--- src/rtl/otb_pkg.sv ---
package otb_pkg;

  localparam int NBINS = 256;
  localparam int BIN_W = 8;
  localparam logic [7:0] MASK_SET = 8'd255;
  localparam logic OP_ACC = 1'b0;
  localparam logic OP_CLS = 1'b1;
  localparam logic KIND_THR = 1'b0;
  localparam logic KIND_MASK = 1'b1;

  typedef enum logic [3:0] {
    ST_IDLE,
    ST_ACC_WR,
    ST_S1_ADDR,
    ST_S1_ACC,
    ST_P2_ADDR,
    ST_P2_LOAD,
    ST_P2_CHECK,
    ST_MUL_GO,
    ST_MUL_WAIT,
    ST_DIFF,
    ST_CMP,
    ST_P2_NEXT,
    ST_DONE
  } state_t;

  typedef enum logic [2:0] {
    MS_X,
    MS_Y,
    MS_NUM,
    MS_DEN,
    MS_LHS,
    MS_RHS
  } mul_sel_t;

  typedef struct packed {
    logic     accept;
    logic     rd_scan;
    logic     acc_wr;
    logic     scan_init;
    logic     sum_acc;
    logic     w_acc;
    logic     bin_inc;
    logic     bin_clr;
    logic     mul_start;
    mul_sel_t mul_sel;
    logic     diff;
    logic     cmp_upd;
    logic     finish;
  } cmd_t;

  typedef struct packed {
    logic out_free;
    logic split_ok;
    logic bin_last;
    logic mul_done;
  } status_t;

endpackage

--- src/rtl/otb_ctrl.sv ---
module otb_ctrl (
  input  logic             clk,
  input  logic             rst_n,
  input  logic             in_valid,
  input  logic             in_op,
  input  logic             in_last,
  output logic             in_stall,
  input  otb_pkg::status_t sts,
  output otb_pkg::cmd_t    cmd
);

  otb_pkg::state_t   state_r, state_nxt;
  otb_pkg::mul_sel_t step_r, step_nxt;
  logic              last_r;

  always_ff @(posedge clk) begin
    if (!rst_n) begin
      state_r <= otb_pkg::ST_IDLE;
      step_r  <= otb_pkg::MS_X;
      last_r  <= 1'b0;
    end else begin
      state_r <= state_nxt;
      step_r  <= step_nxt;
      if (cmd.accept) begin
        last_r <= in_last;
      end
    end
  end

  always_comb begin
    state_nxt = state_r;
    step_nxt  = step_r;
    cmd       = '0;
    cmd.mul_sel = step_r;
    cmd.rd_scan = state_r != otb_pkg::ST_IDLE;
    in_stall  = !(state_r == otb_pkg::ST_IDLE && sts.out_free);
    case (state_r)
      otb_pkg::ST_IDLE: begin
        cmd.accept = in_valid && !in_stall;
        if (cmd.accept && in_op == otb_pkg::OP_ACC) begin
          state_nxt = otb_pkg::ST_ACC_WR;
        end
      end
      otb_pkg::ST_ACC_WR: begin
        cmd.acc_wr = 1'b1;
        if (last_r) begin
          cmd.scan_init = 1'b1;
          state_nxt = otb_pkg::ST_S1_ADDR;
        end else begin
          state_nxt = otb_pkg::ST_IDLE;
        end
      end
      otb_pkg::ST_S1_ADDR: state_nxt = otb_pkg::ST_S1_ACC;
      otb_pkg::ST_S1_ACC: begin
        cmd.sum_acc = 1'b1;
        if (sts.bin_last) begin
          cmd.bin_clr = 1'b1;
          state_nxt = otb_pkg::ST_P2_ADDR;
        end else begin
          cmd.bin_inc = 1'b1;
          state_nxt = otb_pkg::ST_S1_ADDR;
        end
      end
      otb_pkg::ST_P2_ADDR: state_nxt = otb_pkg::ST_P2_LOAD;
      otb_pkg::ST_P2_LOAD: begin
        cmd.w_acc = 1'b1;
        state_nxt = otb_pkg::ST_P2_CHECK;
      end
      otb_pkg::ST_P2_CHECK: begin
        if (sts.split_ok) begin
          step_nxt  = otb_pkg::MS_X;
          state_nxt = otb_pkg::ST_MUL_GO;
        end else begin
          state_nxt = otb_pkg::ST_P2_NEXT;
        end
      end
      otb_pkg::ST_MUL_GO: begin
        cmd.mul_start = 1'b1;
        state_nxt = otb_pkg::ST_MUL_WAIT;
      end
      otb_pkg::ST_MUL_WAIT: begin
        if (sts.mul_done) begin
          state_nxt = otb_pkg::ST_MUL_GO;
          case (step_r)
            otb_pkg::MS_X:   step_nxt = otb_pkg::MS_Y;
            otb_pkg::MS_Y:   state_nxt = otb_pkg::ST_DIFF;
            otb_pkg::MS_NUM: step_nxt = otb_pkg::MS_DEN;
            otb_pkg::MS_DEN: step_nxt = otb_pkg::MS_LHS;
            otb_pkg::MS_LHS: step_nxt = otb_pkg::MS_RHS;
            default:         state_nxt = otb_pkg::ST_CMP;
          endcase
        end
      end
      otb_pkg::ST_DIFF: begin
        cmd.diff  = 1'b1;
        step_nxt  = otb_pkg::MS_NUM;
        state_nxt = otb_pkg::ST_MUL_GO;
      end
      otb_pkg::ST_CMP: begin
        cmd.cmp_upd = 1'b1;
        state_nxt = otb_pkg::ST_P2_NEXT;
      end
      otb_pkg::ST_P2_NEXT: begin
        if (sts.bin_last) begin
          state_nxt = otb_pkg::ST_DONE;
        end else begin
          cmd.bin_inc = 1'b1;
          state_nxt = otb_pkg::ST_P2_ADDR;
        end
      end
      otb_pkg::ST_DONE: begin
        if (sts.out_free) begin
          cmd.finish = 1'b1;
          state_nxt = otb_pkg::ST_IDLE;
        end
      end
      default: state_nxt = otb_pkg::ST_IDLE;
    endcase
  end

endmodule

--- config.mk ---
export PLATFORM = sky130hd
export DESIGN_NAME = otb_ctrl
export DESIGN_NICKNAME = d
export VERILOG_FILES = /design/src/rtl/otb_pkg.sv /design/src/rtl/otb_ctrl.sv
export SDC_FILE = /design/constraint.sdc
export NUM_CORES = 1
export LEC_CHECK = 0
export CELL_PAD_IN_SITES_DETAIL_PLACEMENT = 1
export CELL_PAD_IN_SITES_GLOBAL_PLACEMENT = 1
export CORE_MARGIN = 8
export CORE_UTILIZATION = 40
export CTS_BUF_LIST = sky130_fd_sc_hd__clkbuf_8
export DETAILED_ROUTE_END_ITERATION = 12
export DONT_BUFFER_PORTS = 1
export PLACE_DENSITY_LB_ADDON = 0.1
export SLEW_MARGIN = 20
export SYNTH_ARGS = -nofsm -noshare
export SYNTH_HDL_FRONTEND = slang
export SYNTH_SLANG_ARGS = --single-unit
--- constraint.sdc ---
create_clock -name clk -period 1.7 [get_ports clk]
set_clock_uncertainty 0.2 [all_clocks]
set_input_delay 0.17 -clock clk [delete_from_list [all_inputs] [get_ports clk]]
set_output_delay 0.17 -clock clk [all_outputs]
set_load 0.01 [all_outputs]
Word level (Yosys, flattened, before mapping) --
Index checks and enable logic that the tools add are counted.
Cells by class: mux-type cells 27, equal/unequal tests 21, bitwise operators 1, reduce and logical (&&, ||, !) cells 12
Operators with widths (number):
- $pmux W4 S13 | 1
- $eq A4 B4 Y1 const B | 5
- $mux W4 | 5
- $eq A4 B3 Y1 const B | 4
- $mux W1 | 13
- $pmux W3 S4 | 1
- $mux W3 | 3
- $pmux W3 S3 | 1
- $eq A4 B2 Y1 const B | 2
- $pmux W4 S2 | 1
- $eq A3 B2 Y1 const B | 2
- $ne A2 B2 Y1 const B | 3
- $ne A5 B5 Y1 const B | 1
- $eq A4 B1 Y1 const B | 1
- $logic_not A4 Y1 | 1
- $mux W2 | 2
- $reduce_and A4 Y1 | 1
- $reduce_bool A4 Y1 | 1
- $reduce_or A4 Y1 | 1
- $eq A3 B1 Y1 const B | 1
- $eq A3 B3 Y1 const B | 1
- $logic_and A1 B1 Y1 | 3
- $logic_not A3 Y1 | 1
- $reduce_and A3 Y1 | 1
- 5 further kinds | 5
Word-level totals: register bits 8, output and inout bits 16, word-level logic and storage cells 64

Logic depth before layout (Yosys ltp) --
depth after elaboration 6, mapped depth 6, mapped depth without buffers 5

Least setup slack after synthesis --
OpenSTA, ideal clock, no wires.
kind register -> register, from register step_r[1], to register step_r[2], period minus slack after synthesis 1.898 ns, arrival time 1.628 ns, slack -0.198 ns, stages on the path, launching flop included 6, path through dfxtp_1 clkbuf_1 mux2i_1 o32ai_2 or4_1 a21oi_1
On the way: word-level cells in the longest chain between the ends 4
RTL lines:
- start: declaration | line otb_ctrl.sv:13 | otb_pkg::mul_sel_t step_r, step_nxt;
- start signal: assignment | line otb_ctrl.sv:19 | step_r <= otb_pkg::MS_X;
- start signal: assignment | line otb_ctrl.sv:23 | step_r <= step_nxt;
- $eq A3 B3 Y1, or another cell as far along | line otb_ctrl.sv:84 | case (step_r)
- $pmux W3 S4 | line otb_ctrl.sv:84
- $mux W3 | line otb_ctrl.sv:82 | if (sts.mul_done) begin
- $pmux W3 S3 | line otb_ctrl.sv:37 | case (state_r)
Several ways; a longest one is shown, not always the timed one. The select of a mux whose other input is x is not followed. A chain may end at the register's enable or synchronous reset.

Final worst setup path --
from register state_r[2], to register step_r[0]
On the way: word-level cells in the longest chain between the ends 3
RTL lines:
- start: declaration | line otb_ctrl.sv:12 | otb_pkg::state_t state_r, state_nxt;
- start signal: assignment | line otb_ctrl.sv:18 | state_r <= otb_pkg::ST_IDLE;
- start signal: assignment | line otb_ctrl.sv:22 | state_r <= state_nxt;
- $eq A4 B4 Y1 or $eq A4 B3 Y1 (tied branches) | line otb_ctrl.sv:37
- $ne A5 B5 Y1 (no source line), or another cell as far along
- $reduce_and A4 Y1 (no source line)
Several ways; a longest one is shown, not always the timed one.

==> run_results.csv <==
group,metric,value,unit
detailed_routing,drc,0,
clock_tree,clk_pin_slew,0.05,ns
logic_synthesis,async_flop_share,0,%
logic_synthesis,synthAdderAreaFrac,0,%
logic_synthesis,ys_warn_count,0,
global_routing,grt_pass1_wl,4.49,mm
clock_tree,ctsHtreeMaxLevel,1,
timing,worst_slack,-0.160,ns
die,core_region_area,1520,um^2
worst_setup_path,start_kind,"flip-flop",
worst_setup_path,cp_data_required_time,1.67,ns
timing,post-route-period-util,109,%
layout,fin_util,71.0,%
logic_synthesis,synth-seq-area-share,24.4,%
detailed_routing,vias,878,
placed_design,dp_hpwl,1.83,mm
layout,layout_common_cells,"buf_4, nor2_1, inv_1, buf_6, a21oi_1",
worst_setup_path,reg2reg_to,"step_r[0]",
clock_tree,cts.sinks,8,
logic_synthesis,synthMuxAreaShare,4.77,%
detailed_routing,drt_pass1_iterations,4,
logic_synthesis,synth_area,656,um^2
timing,whs,0.0324,ns
status,violations,"negative setup slack",
clock_tree,cts_tree,"done",
logic_synthesis,synth_top_cell_area_share,24.4,%
clock_tree,cts_buffer_depth,2,
pwr,ir_worst_vdd,0.427,mV
worst_setup_path,crit_type,"reg -> reg",
layout,drive_gt1_share,51.7,%
logic_synthesis,synth_nets,99,
worst_setup_path,ff2ff_setup_slack,-0.16,ns
layout,area_growth,65.1,%
worst_setup_path,critical_path_arrival,1.83,ns
worst_setup_path,cp_max_fo,4,
logic_synthesis,synth_top_family_by_area,"simple AND/OR/NAND/NOR gates",
detailed_routing,wire_per_inst,25.6,um
pwr,powerDensity,478,nW/um^2
flow_run,cap_violations,0,
placed_design,io_buffers,0,
global_routing,grt_pass1_vias,849,
worst_setup_path,critical_path.endpoint,"step_r[0]",
logic_synthesis,synth-simple-area-share,31.5,%
global_routing,grt_max_degree,13,
timing,hold_viol,0,
logic_synthesis,ys_top_cells_by_area,"dfxtp_1, a21oi_1, nor3_1, nor2_1, inv_1",
global_routing,grt_antenna_before_repair,1,
logic_synthesis,avgSynthCellArea,7.28,um^2
clock_tree,clock_latency,0.24,ns
timing,maxSlewViolCount,0,
logic_synthesis,synth_compound_area_share,29.2,%
hold_path,hold_class,"in -> reg",
detailed_routing,ant_nets,0,
timing,fin_crit,1.86,ns
status,outcome,"complete, but fails checks",
timing,maxSlewHeadroom,72.6,%
die,die-width,56.5,um
detailed_routing,post_drt_via_cell_ratio,6.50,
logic_synthesis,postSynthCellCount,90,
logic_synthesis,yosysUniqueCellTypes,35,
clock_tree,cts_buffers,3,
die,row_count,14,
worst_setup_path,slowest_delay,0.55,ns
logic_synthesis,synth_edf_count,0,
layout,final_common_cell,"buf_4",
worst_setup_path,r2r_cells,4,
worst_setup_path,crit_start,"state_r[2]",
layout,fin_nets,129,
timing,rsz0062_at_grt,"yes",
worst_setup_path,setup.worst_path.end_class,"flip-flop",
worst_setup_path,r2r_start,"state_r[2]",
clock_tree,root_buffer,"clkbuf_8",
die,io_pins,25,
die,design.die.area,3190,um^2
timing,finalSetupViolCount,11,
logic_synthesis,synth_xor_area_share,0,%
logic_synthesis,synth_top_area_cell,"dfxtp_1",
detailed_routing,routed_wl,3.46,mm
worst_setup_path,slowest_stage,"or4b_4",
logic_synthesis,synth_flop_cell,"dfxtp_1",
timing,fmax,538,MHz
worst_setup_path,cp_cell_sequence,"buf_4, o32a_1, or4b_4, a21oi_2",
timing,worst-slew-pin-transition,0.408,ns
detailed_routing,drtIter0Drc,40,
logic_synthesis,ys_ff_latch,8,
die,die_y,56.5,um
placed_design,place.gp.congestion,0.828,
die,start_util,43.0,%
pwr,p_leak,0.000410,uW
placed_design,pre_cts_slack,-0.135,ns
global_routing,gr-total-overflow,0,
global_routing,grt_usage,17.6,%
-- routing by layer --
layer | track usage [%] | wire, um
met1 | 20.0 | 1370
met2 | 27.6 | 1600
met3 | 6.07 | 375
met4 | 10.7 | 111
met5 | 0 | 0
-- repair_timing --
item                                   4_1_cts  5_1_grt
setup buffers                                4        4
hold buffers                                 1        1
setup endpoints to repair                   13       17
pin swaps                                    5       12
endpoints found under the hold margin        7        3
resized for setup                           13       26
-- final cells by class --
cell class / count / area [um^2]
antenna: 1 / 2.50
clock buffer: 3 / 41.3
fill: 168 / 442
inverter: 8 / 32.5
multi-input combinational: 67 / 542
sequential: 8 / 176
tap: 16 / 20.0
timing repair buffer: 32 / 268
-- Yosys cell counts, drive strengths merged, types with 3 or more instances --
cell	number
a21oi	8
nor3	8
nand2b	4
a211oi	3
o21ai	5
nand2	5
clkbuf	4
nor2	10
inv	8
buf	3
dfxtp	8
-- kinds of logic (layout without fill, tap and decap cells) --
logic type,count (synthesis),in the layout
flops,8,8
other cells,0,1
buf+inv,15,43
compound gates,27,27
simple gates,37,37
mux,3,3
-- worst min path at each step --
stage	startpoint	end	slack, ns	cells past startpoint
finish	rst_n	step_r[1]	0.03	2
CTS	rst_n	state_r[2]	-0.13	1
floorplan	rst_n	state_r[2]	0.11	1
detailed placement	rst_n	state_r[2]	0.11	1
global route	rst_n	step_r[2]	0.05	2
global placement	rst_n	state_r[2]	0.12	1
-- report_power, final --
| part | internal, uW | total (uW) | switching, uW |
|---|---|---|---|
| registers | 185 | 190 | 4.37 |
| logic | 35.8 | 77.9 | 42.1 |
| clock network | 155 | 250 | 94.8 |
| total | 376 | 518 | 141 |
-- stage by stage --
stage / power [uW] / area [um^2] / setup TNS (ns) / cells
6_report: 518 / 1080 / -0.860 / 135
5_1_grt: 526 / 1080 / -1.37 / 135
4_1_cts: 480 / 938 / -0.317 / 129
3_5_place_dp: 245 / 808 / -0.501 / 121
3_3_place_gp: 244 / 808 / -0.302 / 121
2_1_floorplan: 226 / 677 / -0.249 / 90
-- worst max-delay path, delay by kind of cell (launching register included) --
| family | cells | cell delay [ns] |
|---|---|---|
| and+or+nand+nor | 1 | 0.55 |
| AOI/OAI and AO/OA | 2 | 0.53 |
| DFF | 1 | 0.35 |
| buffers and inverters | 1 | 0.15 |
-- flip-flops by register name, summed over array words and instances, names as in the netlist --
name     count
last_r       1
state_r      4
step_r       3
No activity file was read; power rests on OpenSTA's default activity.
